**config.mk**
```make
export PLATFORM = sky130hd
export DESIGN_NAME = vsg_axis
export DESIGN_NICKNAME = d
export VERILOG_FILES = /design/src/rtl/vsg_pkg.sv /design/src/rtl/vsg_axis.sv
export SDC_FILE = /design/constraint.sdc
export NUM_CORES = 2
export LEC_CHECK = 0
export BUFFER_PORTS_ARGS = -buffer_cell sky130_fd_sc_hd__buf_4
export CAP_MARGIN = 20
export CORE_MARGIN = 2
export CORE_UTILIZATION = 65
export DETAILED_ROUTE_END_ITERATION = 7
export GPL_ROUTABILITY_DRIVEN = 1
export PLACE_DENSITY = 0.85
export SYNTH_ARGS = -nofsm -noshare
export SYNTH_HDL_FRONTEND = slang
export SYNTH_SLANG_ARGS = --single-unit
```
**constraint.sdc**
```tcl
create_clock -name vclk -period 22.9
set_input_delay 1.145 -clock vclk [all_inputs]
set_output_delay 1.145 -clock vclk [all_outputs]
set_load 0.05 [all_outputs]
```
**src/rtl/vsg_pkg.sv**
```systemverilog
// Package for the velocity shaper: widths, fixed-point format, register map,
// run phase codes and the word types of both channels.
// No dependencies.
package vsg_pkg;

	localparam int FRAC_BITS  = 16;
	localparam int FX_W       = FRAC_BITS + 16;
	localparam int ALPHA_BITS = 16;
	localparam int VEL_W      = 12;
	localparam int POS_W      = 24;
	localparam int RANGE_W    = 16;
	localparam int TIME_W     = 32;
	localparam int ADDR_W     = 5;
	localparam int DATA_W     = 32;

	localparam logic [RANGE_W-1:0] NEAR_WINDOW_MM = 16'd250;
	localparam logic [VEL_W-1:0]   VEL_LIMIT      = 12'd2000;
	localparam logic [9:0]         MS_PER_S       = 10'd1000;

	localparam logic signed [VEL_W-1:0] BASE_VELOCITY_RST   = 12'sd500;
	localparam logic [15:0]             TARGET_DISTANCE_RST = 16'd3500;
	localparam logic [ALPHA_BITS-1:0]   SMOOTHING_ALPHA_RST = 16'd9362;
	localparam logic [11:0]             MAX_STEP_CHANGE_RST = 12'd40;
	localparam logic [15:0]             AVOID_DISTANCE_RST  = 16'd200;
	localparam logic [10:0]             PUSH_VELOCITY_RST   = 11'd500;
	localparam logic [15:0]             STEP_THRESHOLD_RST  = 16'd20;
	localparam logic [15:0]             RATE_THRESHOLD_RST  = 16'd300;

	typedef enum logic [1:0] {
		PH_MOVING  = 2'd0,
		PH_WAITING = 2'd1,
		PH_REACHED = 2'd2,
		PH_SPIKE   = 2'd3
	} phase_t;

	typedef enum logic [2:0] {
		REG_BASE_VELOCITY   = 3'd0,
		REG_TARGET_DISTANCE = 3'd1,
		REG_SMOOTHING_ALPHA = 3'd2,
		REG_MAX_STEP_CHANGE = 3'd3,
		REG_AVOID_DISTANCE  = 3'd4,
		REG_PUSH_VELOCITY   = 3'd5,
		REG_STEP_THRESHOLD  = 3'd6,
		REG_RATE_THRESHOLD  = 3'd7
	} cfg_reg_t;

	typedef struct packed {
		logic signed [VEL_W-1:0]   base_velocity;
		logic [15:0]               target_distance;
		logic [ALPHA_BITS-1:0]     smoothing_alpha;
		logic [11:0]               max_step_change;
		logic [15:0]               avoid_distance;
		logic [10:0]               push_velocity;
		logic [15:0]               step_threshold;
		logic [15:0]               rate_threshold;
	} cfg_t;

	typedef struct packed {
		logic                      restart;
		logic                      position_valid;
		logic signed [POS_W-1:0]   position_x;
		logic signed [POS_W-1:0]   position_y;
		logic                      down_valid;
		logic [RANGE_W-1:0]        down_range;
		logic [TIME_W-1:0]         time_ms;
		logic [RANGE_W-1:0]        front_range;
		logic [RANGE_W-1:0]        back_range;
		logic [RANGE_W-1:0]        left_range;
		logic [RANGE_W-1:0]        right_range;
	} in_word_t;

	typedef struct packed {
		logic signed [VEL_W-1:0]   command_vx;
		logic signed [VEL_W-1:0]   command_vy;
		logic [1:0]                run_status;
	} out_word_t;

	typedef struct packed {
		logic reached;
		logic spike;
	} guard_t;

endpackage

```
**src/rtl/vsg_axis.sv**
```systemverilog
// Velocity shaping for one axis: exponential smoothing, per-tick change
// limit and rounding to whole mm/s. Pure combinational. Depends on vsg_pkg.
module vsg_axis (
	input  logic signed [vsg_pkg::VEL_W-1:0]      desired,
	input  logic signed [vsg_pkg::FX_W-1:0]       smooth,
	input  logic signed [vsg_pkg::FX_W-1:0]       sent,
	input  logic [vsg_pkg::ALPHA_BITS-1:0]        alpha,
	input  logic [11:0]                           max_step,
	output logic signed [vsg_pkg::FX_W-1:0]       smooth_nxt,
	output logic signed [vsg_pkg::FX_W-1:0]       sent_nxt,
	output logic signed [vsg_pkg::VEL_W-1:0]      command
);
	import vsg_pkg::*;

	localparam int DW = FX_W + 1;
	localparam int PW = DW + ALPHA_BITS + 1;
	localparam int WW = DW - FRAC_BITS;
	localparam logic signed [DW-1:0] HALF = DW'(1) << (FRAC_BITS - 1);
	localparam logic signed [WW-1:0] LIM  = WW'(VEL_LIMIT);

	logic signed [DW-1:0] des_fx, diff, gap, dmax, dv, rnd;
	logic signed [PW-1:0] prod, prod_sh;
	logic signed [WW-1:0] whole;

	assign des_fx  = DW'(desired) <<< FRAC_BITS;
	assign diff    = des_fx - DW'(smooth);
	assign prod    = PW'(diff) * PW'($signed({1'b0, alpha}));
	assign prod_sh = prod >>> ALPHA_BITS;
	assign smooth_nxt = smooth + $signed(prod_sh[FX_W-1:0]);

	assign gap  = DW'(smooth_nxt) - DW'(sent);
	assign dmax = DW'({max_step, {FRAC_BITS{1'b0}}});
	assign dv   = (gap > dmax) ? dmax : ((gap < -dmax) ? -dmax : gap);
	assign sent_nxt = sent + $signed(dv[FX_W-1:0]);

	// round half up, then keep within the velocity limit
	assign rnd   = DW'(sent_nxt) + HALF;
	assign whole = rnd[DW-1:FRAC_BITS];
	assign command = (whole > LIM) ? VEL_W'(LIM) :
	                 ((whole < -LIM) ? VEL_W'(-LIM) : whole[VEL_W-1:0]);

endmodule

```
==> summary.md <==
| Metric | Value |
|---|---|
| WP data required | `about 22 ns` |
| CP Data Arrival Time | `around 21 ns` |
| Hold crit path type | `input port to output port` |
| Unrepaired setup endpoints after global routing | `false` |
| Relative slew slack | `0.222` |
| Post-Synthesis Net Count | `4085` |
| Post-synth top area share | `0.378` |
| Initial antenna violation count | `1` |
| Final min period | `approximately 22 ns` |
| Worst Hold Launch | `sent[0]` |
| DRC viols | `0` |
| First DRT Iteration DRCs | `between 1500 and 2000` |
| I/O pins | `180` |
| Vias per cell | `6.06` |
| Sequential share of the synthesized area | `0` |
| Dpl ws | `0.500 ns` |
| Crit-path max FO | `24` |
| IO buf count | `between 150 and 200` |
| DP Wirelength | `64.0 mm` |
| Area after DPL | `between 20000 and 30000 sq um` |
| Setup violators final | `0` |
| Die W | `204 um` |
| Worst setup path start | `smooth[0]` |
| Critical path type | `input port to output port` |
| Rows | `73` |
| Yosys top cell by area | `fa_1` |
| Sequential cell area | `0 sq um` |
| CP max stage delay | `between 0.5 and 0.6 ns` |
| Top-count cell post-synth | `inv_1` |
| # nets final | `between 4000 and 5000` |
| Initial Util | `0.657` |
| Synth top area cells | `fa_1 (38%), ha_1 (12%), inv_1 (10%)` |
| Final hold violations | `0` |
| Critical Path Slowest Stage Cell | `o41ai_4` |
| Pins Over Slew Limit | `0` |
| GR Overflow Total | `0` |
| Post-synth cell types | `101` |
| Synth-to-layout area growth | `8.33%` |
| Avg Cell Area, Syn | `8.05 sq um` |
| Total Wirelength | `roughly 80 mm` |
| Startpoint Class | `input port` |
| Routed vias | `roughly 23000` |
| Synth Instances | `~3200` |
| Die height | `roughly 200 um` |
| WL/cell | `20.2 um` |
| Core Area | `slightly below 40000 sq um` |
| Syn. warnings | `0` |
| GP Congestion | `between 0.9 and 1` |
| CLK BUF | `0` |
| Most frequent cells after synthesis | `inv_1 (693), fa_1 (492), nand2_1 (393)` |
| Post-route cell area | `approximately 28000 sq um` |
| Die Area | `41700 sq um` |
| Synth Cell Area | `around 26000 sq um` |
| Largest net degree at the start of global routing | `35` |
| Final Non-Filler Cells | `3873` |
| F_max | `~46 MHz` |
| Crit. End Element | `output port` |
| Final Cycle Share | `0.959` |
| Total track usage | `0.379` |
| Post-route ant nets | `0` |
| Run status | `finished clean` |
| Setup TNS | `0 ns` |
| Fraction of layout cells with a size suffix above 1 | `0.0905` |
| Fin worst setup slack | `~0.95 ns` |
| Worst-margin pin slew | `1.16 ns` |
| First-pass GRT wire length | `approximately 120 mm` |
| Vias in the first global route | `about 24000` |
| Drt pass-1 iters | `6` |
| Sequential cell count | `0` |
| Placed insts | `a little under 4000` |
| Max-Cap Viols | `0` |
==> cell usage in the layout (no fill, tap or decap), types with 46 or more instances in the layout <==
| cell type | n |
|---|---|
| nor2_1 | 129 |
| nor3_1 | 46 |
| nand3_1 | 53 |
| nand2_1 | 392 |
| fa_1 | 492 |
| a21o_1 | 54 |
| xnor2_1 | 116 |
| o21ai_0 | 77 |
| and2_1 | 244 |
| inv_1 | 693 |
| buf_4 | 223 |
| ha_1 | 251 |
| a21oi_1 | 125 |
==> final timing paths <==
check	cells after the start	slack, ns	to
worst max-delay path	79	0.95	command[6]
worst min-delay path	3	2.71	sent_nxt[0]
==> worst max-delay path, delay by kind of cell <==
family          cells  cell delay (ns)
fa+ha+maj          12             4.74
simple gates       27             5.85
compound gates     26             6.97
buf+inv            11             1.54
xor+xnor            3             0.51
==> metal layers <==
| metal | vias to the layer above | track usage | routed length (um) |
|---|---|---|---|
| met5 | - | 0 | 0 |
| met4 | 0 | 0.138 | 2880 |
| met3 | 244 | 0.0606 | 7360 |
| met2 | 1250 | 0.619 | 36700 |
| met1 | 11500 | 0.512 | 31200 |
| li1 | 10500 | - | - |
==> final cells by class <==
cell class	instances	area (sq um)
multi-input cells	2430	23300
fillers	3100	11400
inverters	693	2600
repair buffers	224	1690
well taps	525	657
diodes	1	2.50
==> cells by family after synthesis <==
kind of cell | share of synthesized area
AND/OR/NAND/NOR | 0.192
XOR/XNOR | 0.0553
AO/OA/AOI/OAI | 0.133
multiplexers | 0.00394
buffers and inverters | 0.117
adder cells (fa/ha/maj) | 0.499
==> metrics by stage <==
stage,utilization,hold slack (ns)
floorplan,-,2.67
global placement,0.707,2.73
detailed placement,0.707,2.72
CTS,0.707,2.72
global route,0.712,2.73
finish,0.712,2.71
==> repair_timing <==
action / CTS / global route
setup endpoints to repair: 0 / 13
hold buffers: 0 / 0
resized for setup: 0 / 31
buffers inserted: 0 / 6
Power is left out: the tool's default activity adds up to more than one toggle a clock period on the data nets, which glitch-free logic cannot reach.
