**src/rtl/vsg_pkg.sv**
```systemverilog
// Package for the velocity shaper: widths, fixed-point format, register map,
// run phase codes and the word types of both channels.
// No dependencies.
package vsg_pkg;

	localparam int FRAC_BITS  = 16;
	localparam int FX_W       = FRAC_BITS + 16;
	localparam int ALPHA_BITS = 16;
	localparam int VEL_W      = 12;
	localparam int POS_W      = 24;
	localparam int RANGE_W    = 16;
	localparam int TIME_W     = 32;
	localparam int ADDR_W     = 5;
	localparam int DATA_W     = 32;

	localparam logic [RANGE_W-1:0] NEAR_WINDOW_MM = 16'd250;
	localparam logic [VEL_W-1:0]   VEL_LIMIT      = 12'd2000;
	localparam logic [9:0]         MS_PER_S       = 10'd1000;

	localparam logic signed [VEL_W-1:0] BASE_VELOCITY_RST   = 12'sd500;
	localparam logic [15:0]             TARGET_DISTANCE_RST = 16'd3500;
	localparam logic [ALPHA_BITS-1:0]   SMOOTHING_ALPHA_RST = 16'd9362;
	localparam logic [11:0]             MAX_STEP_CHANGE_RST = 12'd40;
	localparam logic [15:0]             AVOID_DISTANCE_RST  = 16'd200;
	localparam logic [10:0]             PUSH_VELOCITY_RST   = 11'd500;
	localparam logic [15:0]             STEP_THRESHOLD_RST  = 16'd20;
	localparam logic [15:0]             RATE_THRESHOLD_RST  = 16'd300;

	typedef enum logic [1:0] {
		PH_MOVING  = 2'd0,
		PH_WAITING = 2'd1,
		PH_REACHED = 2'd2,
		PH_SPIKE   = 2'd3
	} phase_t;

	typedef enum logic [2:0] {
		REG_BASE_VELOCITY   = 3'd0,
		REG_TARGET_DISTANCE = 3'd1,
		REG_SMOOTHING_ALPHA = 3'd2,
		REG_MAX_STEP_CHANGE = 3'd3,
		REG_AVOID_DISTANCE  = 3'd4,
		REG_PUSH_VELOCITY   = 3'd5,
		REG_STEP_THRESHOLD  = 3'd6,
		REG_RATE_THRESHOLD  = 3'd7
	} cfg_reg_t;

	typedef struct packed {
		logic signed [VEL_W-1:0]   base_velocity;
		logic [15:0]               target_distance;
		logic [ALPHA_BITS-1:0]     smoothing_alpha;
		logic [11:0]               max_step_change;
		logic [15:0]               avoid_distance;
		logic [10:0]               push_velocity;
		logic [15:0]               step_threshold;
		logic [15:0]               rate_threshold;
	} cfg_t;

	typedef struct packed {
		logic                      restart;
		logic                      position_valid;
		logic signed [POS_W-1:0]   position_x;
		logic signed [POS_W-1:0]   position_y;
		logic                      down_valid;
		logic [RANGE_W-1:0]        down_range;
		logic [TIME_W-1:0]         time_ms;
		logic [RANGE_W-1:0]        front_range;
		logic [RANGE_W-1:0]        back_range;
		logic [RANGE_W-1:0]        left_range;
		logic [RANGE_W-1:0]        right_range;
	} in_word_t;

	typedef struct packed {
		logic signed [VEL_W-1:0]   command_vx;
		logic signed [VEL_W-1:0]   command_vy;
		logic [1:0]                run_status;
	} out_word_t;

	typedef struct packed {
		logic reached;
		logic spike;
	} guard_t;

endpackage

```
**src/rtl/vsg_cfg.sv**
```systemverilog
// Configuration register file behind an APB-style port.
// Depends on vsg_pkg (register map, reset values, cfg_t).
module vsg_cfg (
	input  logic                         clk,
	input  logic                         arst_n,
	input  logic                         psel,
	input  logic                         penable,
	input  logic                         pwrite,
	input  logic [vsg_pkg::ADDR_W-1:0]   paddr,
	input  logic [vsg_pkg::DATA_W-1:0]   pwdata,
	output logic [vsg_pkg::DATA_W-1:0]   prdata,
	output logic                         pready,
	output vsg_pkg::cfg_t                cfg
);
	import vsg_pkg::*;

	cfg_t     cfg_q;
	cfg_reg_t idx;
	logic     wr_en;

	assign idx    = cfg_reg_t'(paddr[ADDR_W-1:2]);
	assign wr_en  = psel & penable & pwrite;
	assign pready = 1'b1;
	assign cfg    = cfg_q;

	always_ff @(posedge clk or negedge arst_n) begin
		if (!arst_n) begin
			cfg_q.base_velocity   <= BASE_VELOCITY_RST;
			cfg_q.target_distance <= TARGET_DISTANCE_RST;
			cfg_q.smoothing_alpha <= SMOOTHING_ALPHA_RST;
			cfg_q.max_step_change <= MAX_STEP_CHANGE_RST;
			cfg_q.avoid_distance  <= AVOID_DISTANCE_RST;
			cfg_q.push_velocity   <= PUSH_VELOCITY_RST;
			cfg_q.step_threshold  <= STEP_THRESHOLD_RST;
			cfg_q.rate_threshold  <= RATE_THRESHOLD_RST;
		end else if (wr_en) begin
			case (idx)
				REG_BASE_VELOCITY:   cfg_q.base_velocity   <= pwdata[VEL_W-1:0];
				REG_TARGET_DISTANCE: cfg_q.target_distance <= pwdata[15:0];
				REG_SMOOTHING_ALPHA: cfg_q.smoothing_alpha <= pwdata[ALPHA_BITS-1:0];
				REG_MAX_STEP_CHANGE: cfg_q.max_step_change <= pwdata[11:0];
				REG_AVOID_DISTANCE:  cfg_q.avoid_distance  <= pwdata[15:0];
				REG_PUSH_VELOCITY:   cfg_q.push_velocity   <= pwdata[10:0];
				REG_STEP_THRESHOLD:  cfg_q.step_threshold  <= pwdata[15:0];
				REG_RATE_THRESHOLD:  cfg_q.rate_threshold  <= pwdata[15:0];
				default: ;
			endcase
		end
	end

	always_comb begin
		case (idx)
			REG_BASE_VELOCITY:   prdata = DATA_W'($unsigned(cfg_q.base_velocity));
			REG_TARGET_DISTANCE: prdata = DATA_W'(cfg_q.target_distance);
			REG_SMOOTHING_ALPHA: prdata = DATA_W'(cfg_q.smoothing_alpha);
			REG_MAX_STEP_CHANGE: prdata = DATA_W'(cfg_q.max_step_change);
			REG_AVOID_DISTANCE:  prdata = DATA_W'(cfg_q.avoid_distance);
			REG_PUSH_VELOCITY:   prdata = DATA_W'(cfg_q.push_velocity);
			REG_STEP_THRESHOLD:  prdata = DATA_W'(cfg_q.step_threshold);
			REG_RATE_THRESHOLD:  prdata = DATA_W'(cfg_q.rate_threshold);
			default:             prdata = '0;
		endcase
	end

endmodule

```
**config.mk**
```make
export PLATFORM = sky130hd
export DESIGN_NAME = vsg_cfg
export DESIGN_NICKNAME = d
export VERILOG_FILES = /design/src/rtl/vsg_pkg.sv /design/src/rtl/vsg_cfg.sv
export SDC_FILE = /design/constraint.sdc
export NUM_CORES = 1
export LEC_CHECK = 0
export ABC_AREA = 1
export BUFFER_PORTS_ARGS = -buffer_cell sky130_fd_sc_hd__buf_2
export CAP_MARGIN = 20
export CORE_ASPECT_RATIO = 1.4
export CORE_MARGIN = 3
export CORE_UTILIZATION = 47
export DETAILED_ROUTE_END_ITERATION = 8
export GPL_ROUTABILITY_DRIVEN = 0
export MAX_ROUTING_LAYER = met4
export PLACE_DENSITY = 0.75
export SLEW_MARGIN = 20
export SYNTH_ARGS = -nofsm -noshare
export SYNTH_HDL_FRONTEND = slang
export SYNTH_SLANG_ARGS = --single-unit
```
**constraint.sdc**
```tcl
create_clock -name clk -period 2 [get_ports clk]
set_input_delay 0.3 -clock clk [delete_from_list [all_inputs] [get_ports clk]]
set_output_delay 0.3 -clock clk [all_outputs]
set_load 0.01 [all_outputs]
```
==> out/metrics.cfg <==
[global_routing]
grt_max_degree=116
grt_pass1_wl_mm=26.9
antenna_found_initial=1
grt_usage=0.270
grt_pass1_vias=4923
grt-ovfl-total=0

[synth]
ys.warnings.count=0
yosys.area_share.adder=0
ys_seq_area_frac=0.509
netlist.area_leader.share=0.349
synth-compound-area-share=0.112
synth-xor-area-share=0
synth-simple-area-share=0.273
syn_area_um2=5740
synth.area.mux_share=0
synthTopCellsByArea=dfrtp_1 35%, dfstp_2 16%, nand2_1 9.1%, nand4_1 6.6%, nor2_1 4.8%
ys_ff_latch=115
synth_top_cell_by_area=dfrtp_1
synth.distinct_cells=26
synth_top_family_by_area=simple AND/OR/NAND/NOR gates
avgSynthCellArea_um2=8.59
synthCells=668

[floorplan]
rows=47
io_pins=190
start_util=0.483
fp.dieW_um=99.4
design.die.area_um2=13600
die_h_um=137
core_area_um2=11900

[clock_tree]
cts.repair.resized=0
cts_buffers=17
htree_levels=4
clk_pin_slew_ns=0.05
cts_root_buffer=clkbuf_16
cts_tree=built
clkLatencyLatePin_ns=0.41
clock_path_buffers=2
clock_sinks=115

[detailed_routing]
first_pass_iters=5
wl_per_cell_um=18.1
vias=5345
drc=0
ant_nets=0
dr.first_iter.drc_count=437
routed_via_density=5.49
routed_wirelength_mm=17.6

[sta]
slew_headroom=0.559
final.min_clock_period_ns=1.87
grt_setup_unrepaired=no
finalCritPeriodShare=0.935
setup_viol=0
drv_slew=0
final.setup.tns_ns=0
holdWs_ns=0.110
worst_slack_ns=0.129
worstMarginPinSlew_ns=0.661
hold_viol=0
fmax_mhz=535
skew_ns=0

[min_path]
holdCritPathClass=in2reg

[outcome]
status=finished, final reports clean

[setup_path]
critPathMaxFanout=13
crit_required_ns=1.70
cp-end-kind=output port
worst_setup_path_start_kind=input port
critPathKind=in2out
arrival_ns=1.57

[cells_and_area]
largest_reg_flops=115
drive_above_1_share=0.345
finish.utilization=0.601
areaGrowthSynthToFinish_pct=24.5
design_area_um2=7140
fin_cells=974
nNetsFinal=855

[placement]
placed_cell_area_um2=6550
hpwl_mm=12.5
port_buffers=154
dp_slack_ns=0.149
dp_cells=940

[power]
leakage_nw=3.66
p_per_area_nw_per_um2=1130
vdd_drop_max_v=0.000630
p_total_mw=8.10

[run]
maxCapViolations=0

==> where the power goes <==
group / leakage (nW) / internal [mW] / switching (mW) / total (mW)
logic: 2.01 / 0.721 / 1.12 / 1.84
clock network: 0.285 / 1.96 / 0.996 / 2.95
registers: 1.36 / 2.92 / 0.396 / 3.31
total: 3.66 / 5.59 / 2.51 / 8.10
==> critical path: stages <==
cell     delay, ns
buf_2         0.26
buf_4         0.22
buf_4         0.21
nor3_4        0.04
buf_4         0.18
nand2_1       0.07
nand3_1       0.10
buf_2         0.17
==> placed cells by master, fill, tap and decap left out, types with 2 or more instances in the layout <==
master and instances:
nand3_1 24, dfstp_2 35, buf_2 153, inv_2 2
dfrtp_1 80, buf_12 7, conb_1 17, nand4_1 61
bufinv_16 2, a21oi_1 27, nor2_4 4, o21ai_2 16
inv_4 3, inv_1 38, o21ai_1 44, clkinv_2 3
nand2_1 139, buf_4 13, nor3_4 3, nor2_1 74
clkbuf_8 4, clkbuf_16 17, nand2_2 18, clkbuf_1 6
o21ai_0 30, nand3_2 3
==> final timing paths <==
kind	from	end	slack, ns	cells after the start
setup / recovery	paddr[3]	prdata[6]	0.13	8
hold / removal	pwdata[10]	cfg[26]	0.11	3
setup reg to reg	cfg[18]	cfg[18]	1.17	2
hold reg to reg	cfg[72]	cfg[72]	0.48	2
max in group asynchronous	arst_n	cfg[87]	1.00	3
min in group asynchronous	arst_n	cfg[7]	0.46	3
==> final cells by class <==
class	count	area (um2)
inverter	43	169
tap	147	184
antenna	1	2.50
timing repair buffer	174	1010
clock inverter	5	75.1
multi-input combinational	462	2270
clock buffer	27	503
fill	1076	4740
sequential	115	2920
==> timing repair <==
action	4_1_cts	5_1_grt
hold buffers	1	0
setup buffers	0	0
endpoints found under the hold margin	8	0
==> logic make-up after synthesis <==
family	count (synthesis)
AND/OR/NAND/NOR	328
AO/OA/AOI/OAI	117
flip-flops	115
buffers and inverters	106
other	2
==> synth_stat cells <==
library cell / instances
a21oi_1: 27
buf_1: 2
buf_2: 25
buf_4: 21
buf_6: 11
clkbuf_1: 3
clkbuf_2: 1
conb_1: 2
dfrtp_1: 80
dfstp_2: 35
inv_1: 38
inv_2: 2
inv_4: 3
nand2_1: 139
nand2_2: 18
nand3_1: 24
nand3_2: 3
nand3_4: 1
nand4_1: 61
nor2_1: 74
nor2_4: 4
nor3_2: 1
nor3_4: 3
o21ai_0: 30
o21ai_1: 44
o21ai_2: 16
==> routing by layer <==
metal / GRT usage / wire length, um / up-vias
li1: - / - / 2494
met1: 0.333 / 6870 / 2494
met2: 0.401 / 8240 / 292
met3: 0.0525 / 1230 / 65
met4: 0.181 / 1240 / 0
met5: - / 0 / -
(Power assumes the default switching activity.)
